==> src/hdl/scte_pkg.sv <==
// ----------------------------------------------------------------------------
// scte_pkg
// Shared types and constants for the SEI caption triplet extractor.
// ----------------------------------------------------------------------------
package scte_pkg;

  // Fixed field and counter widths
  localparam int unsigned SUM_W    = 17;
  localparam int unsigned CNT_W    = 5;
  localparam int unsigned TRIP_W   = 24;
  localparam int unsigned MAX_TRIPLETS = 31;

  // Saturation ceiling of the type and size sums
  localparam logic [SUM_W-1:0] SUM_MAX = {SUM_W{1'b1}};

  // Stream constants
  localparam logic [7:0] EPB_BYTE     = 8'h03;
  localparam logic [7:0] EXT_BYTE     = 8'hFF;
  localparam logic [4:0] CC_CNT_MASK  = 5'h1F;

  // SEI / A/53 constants
  localparam logic [SUM_W-1:0] SEI_TYPE_CC   = 17'd4;
  localparam logic [SUM_W-1:0] CC_MIN_SIZE   = 17'd10;
  localparam logic [SUM_W-1:0] CC_FLAGS_OFS  = 17'd8;
  localparam logic [SUM_W-1:0] CC_DATA_OFS   = 17'd10;
  localparam logic [SUM_W-1:0] CC_SIG_BYTES  = 17'd8;

  // Input transaction payload
  typedef struct packed {
    logic [7:0] nal_byte;
    logic       end_of_unit;
  } scte_in_t;

  // Output transaction payload
  typedef struct packed {
    logic [TRIP_W-1:0] triplet;
    logic [CNT_W-1:0]  triplet_total;
    logic              run_last;
  } scte_out_t;

  // Expected header bytes of the user data payload, offsets 0..7:
  // country code, provider code, GA94 identifier, user data type
  function automatic logic [7:0] sig_byte(input logic [2:0] ofs);
    logic [7:0] val;
    unique case (ofs)
      3'd0:    val = 8'hB5;
      3'd1:    val = 8'h00;
      3'd2:    val = 8'h31;
      3'd3:    val = 8'h47;
      3'd4:    val = 8'h41;
      3'd5:    val = 8'h39;
      3'd6:    val = 8'h34;
      default: val = 8'h03;
    endcase
    return val;
  endfunction

  // Saturating add of one field byte (0xFF counts as 255)
  function automatic logic [SUM_W-1:0] sat_add(input logic [SUM_W-1:0] a,
                                               input logic [7:0] b);
    logic [SUM_W:0] s;
    s = {1'b0, a} + {{(SUM_W-7){1'b0}}, b};
    return s[SUM_W] ? SUM_MAX : s[SUM_W-1:0];
  endfunction

endpackage

==> src/hdl/sei_caption_triplet_extractor.sv <==
// ----------------------------------------------------------------------------
// sei_caption_triplet_extractor
// Parses one SEI NAL unit per run of bytes and emits its A/53 cc triplets.
// ----------------------------------------------------------------------------
// Throughput: a byte per cycle in, a result per cycle out, unless stalled.
// Output path: hand-off slot, then drain state, then registered read port.
// Triplets are kept in a two-bank memory, so a unit is parsed while the
// previous one drains; byte input stalls only when a unit ends while the
// one before it is still draining (up to 31 results).
// Reset clears parser state and job/drain/valid flags, not memory or data.
module sei_caption_triplet_extractor (
  input  logic                clk,
  input  logic                rst,
  input  logic                byte_valid,
  output logic                byte_ready,
  input  scte_pkg::scte_in_t  byte_item,
  output logic                result_valid,
  input  logic                result_ready,
  output scte_pkg::scte_out_t result_item
);
  import scte_pkg::*;

  typedef enum logic [5:0] {
    PH_HEADER = 6'b000001,
    PH_TYPE   = 6'b000010,
    PH_SIZE   = 6'b000100,
    PH_CHECK  = 6'b001000,
    PH_SKIP   = 6'b010000,
    PH_IDLE   = 6'b100000
  } phase_t;

  // Parser state
  logic [1:0]       zero_run,   zero_run_next;
  phase_t           phase,      phase_next;
  logic [SUM_W-1:0] type_sum,   type_sum_next;
  logic [SUM_W-1:0] size_sum,   size_sum_next;
  logic [SUM_W-1:0] offset,     offset_next;
  logic [CNT_W-1:0] cand_count, cand_count_next;
  logic             cand_valid, cand_valid_next;
  logic [CNT_W-1:0] trip_idx,   trip_idx_next;
  logic [1:0]       trip_byte,  trip_byte_next;
  logic [15:0]      trip_sh,    trip_sh_next;
  logic             wbank,      wbank_next;

  // Hand-off and drain state
  logic             job_pending;
  logic             job_bank;
  logic [CNT_W-1:0] job_count;
  logic             drn_active;
  logic             drn_bank;
  logic [CNT_W-1:0] drn_idx;
  logic [CNT_W-1:0] drn_count;

  // Triplet memory: two banks of 2**CNT_W entries, MAX_TRIPLETS used in each
  logic [TRIP_W-1:0] mem [0:(2**(CNT_W+1))-1];
  logic [TRIP_W-1:0] res_trip;
  logic [CNT_W-1:0]  res_total;
  logic              res_last;

  logic               accept;
  logic [7:0]         b;
  logic               drop;
  logic               chk_fail;
  phase_t             ph_after;
  logic [SUM_W-1:0]   acc;
  logic [7:0]         need_size;
  logic [CNT_W-1:0]   cc_cnt;
  logic               wr_en;
  logic [CNT_W:0]     wr_addr;
  logic [TRIP_W-1:0]  wr_data;
  logic               new_job;
  logic [CNT_W-1:0]   new_count;
  logic               out_load;
  logic               drn_last;
  logic               take;

  // The hand-off slot frees up in the cycle the drainer takes it
  assign accept     = byte_valid && byte_ready;
  assign byte_ready = !job_pending || take;
  assign b          = byte_item.nal_byte;
  assign drop       = (b == EPB_BYTE) && (zero_run == 2'd2);
  assign cc_cnt     = b[4:0] & CC_CNT_MASK;
  assign need_size  = 8'd10 + {2'b00, cc_cnt, 1'b0} + {3'b000, cc_cnt};

  // Per-byte parse step
  always_comb begin
    zero_run_next   = zero_run;
    phase_next      = phase;
    type_sum_next   = type_sum;
    size_sum_next   = size_sum;
    offset_next     = offset;
    cand_count_next = cand_count;
    cand_valid_next = cand_valid;
    trip_idx_next   = trip_idx;
    trip_byte_next  = trip_byte;
    trip_sh_next    = trip_sh;
    wbank_next      = wbank;
    wr_en           = 1'b0;
    wr_addr         = {wbank, trip_idx};
    wr_data         = {trip_sh, b};
    chk_fail        = 1'b0;
    ph_after        = phase;
    acc             = '0;
    new_job         = 1'b0;
    new_count       = '0;
    if (accept) begin
      if (drop) begin
        zero_run_next = 2'd0;
      end else begin
        zero_run_next = (b != 8'h00) ? 2'd0 :
                        (zero_run == 2'd2) ? 2'd2 : zero_run + 2'd1;
        unique case (phase)
          PH_HEADER: begin
            phase_next    = PH_TYPE;
            type_sum_next = '0;
          end
          PH_TYPE: begin
            type_sum_next = sat_add(type_sum, b);
            if (b != EXT_BYTE) begin
              phase_next    = PH_SIZE;
              size_sum_next = '0;
            end
          end
          PH_SIZE: begin
            acc           = sat_add(size_sum, b);
            size_sum_next = acc;
            if (b != EXT_BYTE) begin
              offset_next = '0;
              priority if (acc == SUM_MAX) begin
                phase_next = PH_IDLE;
              end else if (acc == '0) begin
                phase_next    = PH_TYPE;
                type_sum_next = '0;
              end else if (type_sum == SEI_TYPE_CC && acc >= CC_MIN_SIZE) begin
                phase_next = PH_CHECK;
              end else begin
                phase_next = PH_SKIP;
              end
            end
          end
          PH_CHECK, PH_SKIP: begin
            if (phase == PH_CHECK) begin
              priority if (offset < CC_SIG_BYTES) begin
                chk_fail = (b != sig_byte(offset[2:0]));
              end else if (offset == CC_FLAGS_OFS) begin
                chk_fail = !(b[6] && cc_cnt != '0 &&
                             size_sum >= {{(SUM_W-8){1'b0}}, need_size});
                if (!chk_fail) begin
                  cand_count_next = cc_cnt;
                  trip_idx_next   = '0;
                  trip_byte_next  = 2'd0;
                end
              end else if (offset >= CC_DATA_OFS && trip_idx < cand_count) begin
                trip_sh_next = {trip_sh[7:0], b};
                if (trip_byte == 2'd2) begin
                  wr_en          = 1'b1;
                  trip_idx_next  = trip_idx + 1'b1;
                  trip_byte_next = 2'd0;
                end else begin
                  trip_byte_next = trip_byte + 2'd1;
                end
              end else begin
                chk_fail = 1'b0;
              end
            end
            ph_after    = chk_fail ? PH_SKIP : phase;
            offset_next = offset + 1'b1;
            if (offset_next >= size_sum) begin
              if (ph_after == PH_CHECK) begin
                cand_valid_next = 1'b1;
                phase_next      = PH_IDLE;
              end else begin
                phase_next    = PH_TYPE;
                type_sum_next = '0;
              end
            end else begin
              phase_next = ph_after;
            end
          end
          PH_IDLE: begin
            phase_next = PH_IDLE;
          end
          default: begin
            phase_next = PH_IDLE;
          end
        endcase
      end
      // End of unit: hand the bank to the drainer and restart
      if (byte_item.end_of_unit) begin
        new_job         = 1'b1;
        new_count       = cand_valid_next ? cand_count_next : '0;
        wbank_next      = !wbank;
        zero_run_next   = 2'd0;
        phase_next      = PH_HEADER;
        type_sum_next   = '0;
        size_sum_next   = '0;
        offset_next     = '0;
        cand_count_next = '0;
        cand_valid_next = 1'b0;
        trip_idx_next   = '0;
        trip_byte_next  = 2'd0;
      end
    end
  end

  // Parser registers
  always_ff @(posedge clk) begin
    if (rst) begin
      zero_run   <= 2'd0;
      phase      <= PH_HEADER;
      type_sum   <= '0;
      size_sum   <= '0;
      offset     <= '0;
      cand_count <= '0;
      cand_valid <= 1'b0;
      trip_idx   <= '0;
      trip_byte  <= 2'd0;
      wbank      <= 1'b0;
    end else begin
      zero_run   <= zero_run_next;
      phase      <= phase_next;
      type_sum   <= type_sum_next;
      size_sum   <= size_sum_next;
      offset     <= offset_next;
      cand_count <= cand_count_next;
      cand_valid <= cand_valid_next;
      trip_idx   <= trip_idx_next;
      trip_byte  <= trip_byte_next;
      wbank      <= wbank_next;
    end
  end

  always_ff @(posedge clk) begin
    trip_sh <= trip_sh_next;
  end

  // Drain control
  assign out_load = drn_active && (!result_valid || result_ready);
  assign drn_last = (drn_count == '0) || (CNT_W'(drn_idx + 1'b1) == drn_count);
  assign take     = job_pending && (!drn_active || (out_load && drn_last));

  always_ff @(posedge clk) begin
    if (rst) begin
      job_pending  <= 1'b0;
      drn_active   <= 1'b0;
      result_valid <= 1'b0;
    end else begin
      job_pending <= (job_pending && !take) || new_job;
      if (take) begin
        drn_active <= 1'b1;
      end else if (out_load && drn_last) begin
        drn_active <= 1'b0;
      end
      if (out_load) begin
        result_valid <= 1'b1;
      end else if (result_ready) begin
        result_valid <= 1'b0;
      end
    end
  end

  always_ff @(posedge clk) begin
    if (new_job) begin
      job_bank  <= wbank;
      job_count <= new_count;
    end
    if (take) begin
      drn_bank  <= job_bank;
      drn_count <= job_count;
      drn_idx   <= '0;
    end else if (out_load) begin
      drn_idx <= drn_idx + 1'b1;
    end
  end

  // Triplet memory, write port and registered read port
  always_ff @(posedge clk) begin
    if (wr_en) begin
      mem[wr_addr] <= wr_data;
    end
    if (out_load) begin
      res_trip  <= (drn_count == '0) ? '0 : mem[{drn_bank, drn_idx}];
      res_total <= drn_count;
      res_last  <= drn_last;
    end
  end

  assign result_item.triplet       = res_trip;
  assign result_item.triplet_total = res_total;
  assign result_item.run_last      = res_last;

  // Checks
  a_bank_disjoint: assert property (@(posedge clk) disable iff (rst)
    wr_en && drn_active |-> wr_addr[CNT_W] != drn_bank)
    else $error("triplet write hits the bank being drained");

  a_empty_is_last: assert property (@(posedge clk) disable iff (rst)
    result_valid && result_item.triplet_total == '0 |-> result_item.run_last)
    else $error("empty result not marked last");

  a_cand_idle: assert property (@(posedge clk) disable iff (rst)
    cand_valid |-> phase == PH_IDLE)
    else $error("complete candidate while still parsing");

  a_trip_bound: assert property (@(posedge clk) disable iff (rst)
    trip_idx <= cand_count)
    else $error("triplet index past candidate count");

  a_pending_stalls: assert property (@(posedge clk) disable iff (rst)
    job_pending && drn_active && !(out_load && drn_last) |=> job_pending)
    else $error("pending unit dropped while drain busy");

endmodule
==> config.mk <==
export PLATFORM = sky130hd
export DESIGN_NAME = sei_caption_triplet_extractor
export DESIGN_NICKNAME = d
export VERILOG_FILES = /design/src/hdl/scte_pkg.sv /design/src/hdl/sei_caption_triplet_extractor.sv
export SDC_FILE = /design/constraint.sdc
export NUM_CORES = 2
export LEC_CHECK = 0
export BUFFER_PORTS_ARGS = -buffer_cell sky130_fd_sc_hd__buf_2
export CAP_MARGIN = 10
export CORE_ASPECT_RATIO = 1.1
export CORE_MARGIN = 8
export CORE_UTILIZATION = 50
export CTS_CLUSTER_DIAMETER = 60
export DETAILED_ROUTE_END_ITERATION = 8
export GPL_ROUTABILITY_DRIVEN = 0
export PLACE_DENSITY = 0.67
export SETUP_SLACK_MARGIN = 0.2
export SLEW_MARGIN = 20
export SYNTH_ARGS = -nofsm -noshare
export SYNTH_HDL_FRONTEND = slang
export SYNTH_SLANG_ARGS = --single-unit
==> constraint.sdc <==
create_clock -name clk -period 3.9 [get_ports clk]
set_input_delay 0.585 -clock clk [delete_from_list [all_inputs] [get_ports clk]]
set_output_delay 0.585 -clock clk [all_outputs]
set_load 0.01 [all_outputs]
Word level (Yosys, flattened, before mapping)
Memories as Yosys holds them, arrays and structs flattened. A register that Yosys moved wholly into a read port is not among the register bits.
Cells that the tools add are included.
- flip-flop bits (word level): 115
- bits in latches: 0
- memory bits (writable): 1536
- ROM bits: 0
- input port bits: 13
- output and inout port bits: 32
- logic and storage cells: 206
- memories kept: 1
- memories (memory ; depth ; width ; read ports ; clocked after memory_dff ; wr ports ; line ; source):
    mem ; 64 ; 24 ; 1 ; 1 ; 1 ; sei_caption_triplet_extractor.sv:55 ; logic [TRIP_W-1:0] mem [0:(2**(CNT_W+1))-1];
- $add $sub $neg: 9
- $mul: 0
- div/mod/pow operators: 0
- order comparisons: 6
- equality and inequality tests: 30
- shifts and indexed selects: 0
- multiplexer cells: 91
- bitwise operators: 3
- reduce and logical (&&, ||, !) cells: 45
- operators with widths (kind ; count):
    17-bit 2-to-1 mux ; 14
    5-bit 2-to-1 mux ; 18
    17-bit case mux with 2 select lines ; 2
    17-bit case mux with 4 select lines ; 1
    8-bit case mux with 7 select lines ; 1
    6-bit 2-to-1 mux ; 8
    8-bit 2-to-1 mux ; 5
    17-bit by 8-bit adder with 18-bit output ; 2
    17-bit by 4-bit greater-or-equal comparator with 1-bit output (second input constant) ; 2
    1-bit 2-to-1 mux ; 28
    2-bit 2-to-1 mux ; 13
    6-bit case mux with 4 select lines ; 1
    3-bit != test (second input constant) ; 6
    17-bit by 1-bit adder with 17-bit output (second input constant) ; 1
    17-bit == test (second input constant) ; 1
    17-bit by 3-bit == test with 1-bit output (second input constant) ; 1
    17-bit by 4-bit == test with 1-bit output (second input constant) ; 1
    17-bit greater-or-equal comparator ; 1
    17-bit by 8-bit greater-or-equal comparator with 1-bit output ; 1
    17-bit zero test ; 1
    17-bit by 4-bit less-than comparator with 1-bit output (second input constant) ; 1
    8-bit AND reduction ; 2
    7-bit AND reduction ; 2
    6-bit by 4-bit == test with 1-bit output (second input constant) ; 2
    other kinds (33) ; 69

Logic depth before layout (Yosys ltp)
- depth in word-level cells: 23
- depth in mapped cells: 18
- gate-level depth less buffers: 17

Least setup slack after synthesis
Ideal clock, no wire load.
- path kind: reg2reg
- start point: reg drn_count[0]
- end point: mem mem[62][0] (enable)
- setup time: 405 ps
- data arrival time: 3773 ps
- required time: 3495 ps
- setup slack: -278 ps
- stages on the path, launching flop included: 9
- buffers on the path: 0
- period minus slack after synthesis: 4178 ps
- cells stage by stage: edfxtp_1 -> or4_1 -> nor2_1 -> a211o_1 -> nand2_1 -> nor4b_1 -> nor2b_1 -> nand3_1 -> nor2_1
- word-level cells in the longest chain between the ends: 10
- elaborated cells between the ends (all ways): 11
- those cells by class: eq/ne: 1; mux: 3; reduce/logical: 7
- RTL lines (what ; line ; source):
    start: declaration ; sei_caption_triplet_extractor.sv:52 ; logic [CNT_W-1:0] drn_count;
    start signal: assignment ; sei_caption_triplet_extractor.sv:269 ; drn_count <= job_count;
    5-bit == test or 5-bit zero test (tied branches) ; sei_caption_triplet_extractor.sv:239 ; assign drn_last = (drn_count == '0) || (CNT_W'(drn_idx + 1'b1) == drn_count);
    1-bit logical OR (*) ; sei_caption_triplet_extractor.sv:239 ;
    1-bit logical AND (*) ; sei_caption_triplet_extractor.sv:240 ; assign take = job_pending && (!drn_active || (out_load && drn_last));
    1-bit logical OR (*) ; sei_caption_triplet_extractor.sv:240 ;
    1-bit logical AND (*) ; sei_caption_triplet_extractor.sv:240 ;
    1-bit logical OR (*) ; sei_caption_triplet_extractor.sv:79 ; assign byte_ready = !job_pending || take;
    1-bit logical AND (*) ; sei_caption_triplet_extractor.sv:78 ; assign accept = byte_valid && byte_ready;
    1-bit 2-to-1 mux (*) ; sei_caption_triplet_extractor.sv:106 ; if (accept) begin
    1-bit 2-to-1 mux (*) ; sei_caption_triplet_extractor.sv:278 ; if (wr_en) begin
    1-bit 2-to-1 mux (implied by the code) (*) ; sei_caption_triplet_extractor.sv:279 ; mem[wr_addr] <= wr_data;
    end: declaration ; sei_caption_triplet_extractor.sv:55 ;
Mark *: on every way between the ends. The rest lies on a longest branch, timed or not.

Worst setup path in the final report
- start point: reg size_sum[0]
- end point: reg type_sum[16]
- word-level cells in the longest chain between the ends: 13
- elaborated cells between the ends (all ways): 21
- those cells by class: add/sub: 1; order compare: 2; eq/ne: 6; mux: 8; reduce/logical: 4
- RTL lines (what ; line ; source):
    start: declaration ; sei_caption_triplet_extractor.sv:36 ; logic [SUM_W-1:0] size_sum, size_sum_next;
    start signal: assignment ; sei_caption_triplet_extractor.sv:223 ; size_sum <= size_sum_next;
    17-bit by 8-bit greater-or-equal comparator with 1-bit output ; sei_caption_triplet_extractor.sv:147 ; size_sum >= {{(SUM_W-8){1'b0}}, need_size});
    1-bit logical AND ; sei_caption_triplet_extractor.sv:146 ; chk_fail = !(b[6] && cc_cnt != '0 &&
    1-bit zero test ; sei_caption_triplet_extractor.sv:146 ;
    1-bit 2-to-1 mux ; sei_caption_triplet_extractor.sv:145 ; end else if (offset == CC_FLAGS_OFS) begin
    1-bit 2-to-1 mux ; sei_caption_triplet_extractor.sv:143 ; priority if (offset < CC_SIG_BYTES) begin
    1-bit 2-to-1 mux ; sei_caption_triplet_extractor.sv:142 ; if (phase == PH_CHECK) begin
    1-bit 2-to-1 mux ; sei_caption_triplet_extractor.sv:112 ; unique case (phase)
    1-bit 2-to-1 mux ; sei_caption_triplet_extractor.sv:107 ; if (drop) begin
    1-bit 2-to-1 mux ; sei_caption_triplet_extractor.sv:106 ;
    6-bit 2-to-1 mux ; sei_caption_triplet_extractor.sv:166 ; ph_after = chk_fail ? PH_SKIP : phase;
    6-bit by 4-bit == test with 1-bit output ; sei_caption_triplet_extractor.sv:169 ; if (ph_after == PH_CHECK) begin
    3-bit != test (no line) ; n/a ;
    8-bit AND reduction (no line) (*) ; n/a ;
    end signal: assignment ; sei_caption_triplet_extractor.sv:222 ; type_sum <= type_sum_next;
    end: declaration ; sei_caption_triplet_extractor.sv:35 ; logic [SUM_W-1:0] type_sum, type_sum_next;
Mark *: on every way between the ends. The rest lies on a longest branch, timed or not. The select of a mux whose other input is x is not followed.
A chain may end at the register's enable or synchronous reset.

==> results.tsv <==
stage	metric	value	unit
floorplan	io_pins	45	
clock_network	cts_buffers	165	
global_routing	grt_pass1_vias	34800	
clock_network	clk_path_buf_depth	3	
critical_path	cp_cell_sequence	ha_4 > inv_2 > fa_2 > nand2b_4 > a211oi_4 > mux2i_1 > a311oi_2 > o2111ai_2 > or4_4 > a211oi_4 > buf_6 > nand3_4 > a221oi_4	
cells_and_area	area.growth.synth_to_final	16.2	%
clock_network	insertion_delay	800	ps
timing	skew	30.1	ps
timing	worst_slack	190	ps
floorplan	die_w	365	um
cells_and_area	multi_input_area	17300	sq um
power	power_switching	11.1	mW
logic_synthesis	synth_most_common_cell	edfxtp_1	
power	irDropWorstVdd	0.480	mV
global_routing	grt_max_degree	112	
critical_path	crit_required	4600	ps
logic_synthesis	synthDistinctLibCells	80	
power	comb_power_share	0.196	
power	clkPwrFrac	0.361	
logic_synthesis	synthTopCellsByArea	edfxtp_1 (71%), mux4_2 (17%), dfxtp_1 (2.4%)	
logic_synthesis	yosys_most_used_dff	edfxtp_1	
timing	slew_headroom	0.209	
place	detailed_place.area	71900	sq um
route	wl_per_cell	30.9	um
global_routing	grt-ovfl-total	0	
floorplan	die_area	146000	sq um
clock_network	cts_tree	built	
timing	finalCritPeriodShare	0.951	
critical_path	cpPeakStageDelay	600	ps
timing	fmax	270	MHz
cells_and_area	layout-drive-gt1-share	0.325	
cells_and_area	seqCellArea	49500	sq um
timing	maxSlewViolCount	0	
logic_synthesis	seq_area_frac_synth	0.738	
logic_synthesis	avgSynthCellArea	20.7	sq um
logic_synthesis	async_flop_share	0	
logic_synthesis	synth_area_leader_cell	edfxtp_1	
cells_and_area	final_util	0.583	
clock_network	h-tree-depth	4	
logic_synthesis	yosys-top-cells-count	edfxtp_1 (1594), mux4_2 (504), nor2_1 (158)	
cells_and_area	fillers	9533	
route	ant_nets	0	
logic_synthesis	syn_area	67100	sq um
power	fin_total_pwr	44.3	mW
clock_network	cts_sinks	1675	
logic_synthesis	yosys.area.top_type_share	0.714	
critical_path	timing_worst_setup_path_type	reg2reg	
global_routing	grt_antenna_before_repair	5	
route	postRouteWirelength	169	mm
place	preCtsSetupSlack	-616	ps
logic_synthesis	syn-num-nets	3323	
critical_path	start_kind	flip-flop	
global_routing	track_usage	0.232	
clock_network	cts-root-buf	clkbuf_16	
job	cap_violations	0	
global_routing	grt_pass1_wl	244	mm
power	pwr-share-seq	0.444	
hold_path	hold_class	in2reg	
critical_path	endpoint_kind	flip-flop	
timing	hold_ws	163	ps
logic_synthesis	synth-seq-cells	1675	
clock_network	clkTransAtPathRegs	60	ps
power	p_sw_frac	0.250	
timing	hold_violations	0	
power	powerDensity	568	nW/um^2
cells_and_area	final_area	78000	sq um
route	drt_iter0_markers	4473	
timing	tightest_slew	1190	ps
floorplan	fp.dieH	400	um
critical_path	arrival	4410	ps
place	io_buffers	44	
route	drc	0	
logic_synthesis	ys_warn_count	0	
cells_and_area	nets	3616	
floorplan	start_util	0.502	
route	via_count	34400	
timing	setup_viol	0	
power	intPower	33.2	mW
timing	min_period	3710	ps
power	p_leak	24.3	nW
critical_path	crit_path_frequent_cell	a211oi_4	
place	dp_hpwl	99.3	mm
route	vias_per_cell	6.29	
critical_path	crit_fanout	4	
route	dr.pass1.iters	6	
logic_synthesis	synth_edf_count	1594	
floorplan	rows	141	
logic_synthesis	syn_inst	3244	
status	status	finished clean	
critical_path	slowest_stage	or4_4	
floorplan	coreArea	134000	sq um
timing	rsz0062_at_grt	true	
## critical path: cells and delay by family, from the launching register on
family                     cells  cell delay, ps
muxes                          1             150
buffers and inverters          2             220
DFF                            1             380
and+or+nand+nor                3             850
adders and majority gates      2             520
AOI/OAI and AO/OA              5            1490
## power by group through the flow
stage          clock network (mW)  logic, mW  registers [mW]
6_report                     16.0       8.66            19.6
5_1_grt                      16.9       9.10            19.6
4_1_cts                      16.2       8.79            19.7
3_5_place_dp                    0       8.76            20.0
3_3_place_gp                    0       8.63            20.0
2_1_floorplan                   0       5.95            20.0
## cell type report
type | instances | share of cell area
multi-input combinational | 1353 | 0.222
sequential | 1675 | 0.635
inverter | 50 | 0.00246
clock buffer | 205 | 0.0568
clock inverter | 101 | 0.0133
antenna | 7 | 0.000225
tap | 1787 | 0.0287
timing repair buffer | 292 | 0.0414
## cells by family (layout without fill, tap and decap cells)
| group | count (synthesis) | count (layout) | share of synthesized area |
|---|---|---|---|
| fa+ha+maj | 66 | 66 | 0.0126 |
| buf+inv | 216 | 648 | 0.0123 |
| xor+xnor | 43 | 43 | 0.00561 |
| compound gates | 264 | 264 | 0.0263 |
| flops | 1675 | 1675 | 0.738 |
| other cells | 0 | 7 | 0 |
| mux | 510 | 510 | 0.170 |
| simple gates | 470 | 470 | 0.0352 |
## placed cells by master (no fill, tap or decap), drive strengths merged, types with 53 or more instances in the layout
cell type and instances:
clkbuf 205, nand2 77, buf 291, edfxtp 1594, nor2 158, clkinv 72, o21ai 54, inv 53
mux4 504, a21oi 80, ha 63, dfxtp 81
## metal layers
layer  up-vias  track usage  routed length, um
li1      14200            -                  -
met3       325       0.0397              13800
met4         6       0.0639               4610
met1     18200        0.313              64700
met5         -            0                 41
met2      1748        0.395              86000
## worst paths after layout
check	slack [ps]	endpoint	depth (start not counted)	from
max	190	type_sum[16]	13	size_sum[0]
min	160	result_valid	3	result_ready
max reg2reg	190	type_sum[16]	13	size_sum[0]
min reg2reg	430	drn_bank	0	job_bank
## stage by stage
stage	instances	TNS, ps
after floorplan	3244	0
after global placement	5129	-12650
after detailed placement	5130	-118110
after CTS	5447	0
after global routing	5463	0
final	5470	0
## state kept, by name (all words and copies together) (netlist names)
signal,cells
res_trip,24
type_sum,17
phase,6
trip_byte,2
mem,1536
cand_valid,1
trip_sh,16
res_total,5
size_sum,17
cand_count,5
result_valid,1
drn_active,1
job_bank,1
drn_idx,5
job_pending,1
wbank,1
zero_run,2
drn_count,5
drn_bank,1
offset,17
trip_idx,5
job_count,5
res_last,1
## repair_timing
item / in CTS / in global routing
gates resized for setup: 18 / 54
setup buffers: 10 / 7
pin swaps: 14 / 31
setup endpoints to repair: 25 / 162
endpoints found under the hold margin: 1 / 0
hold buffers: 1 / 0
Power figures use the tool's default switching activity.
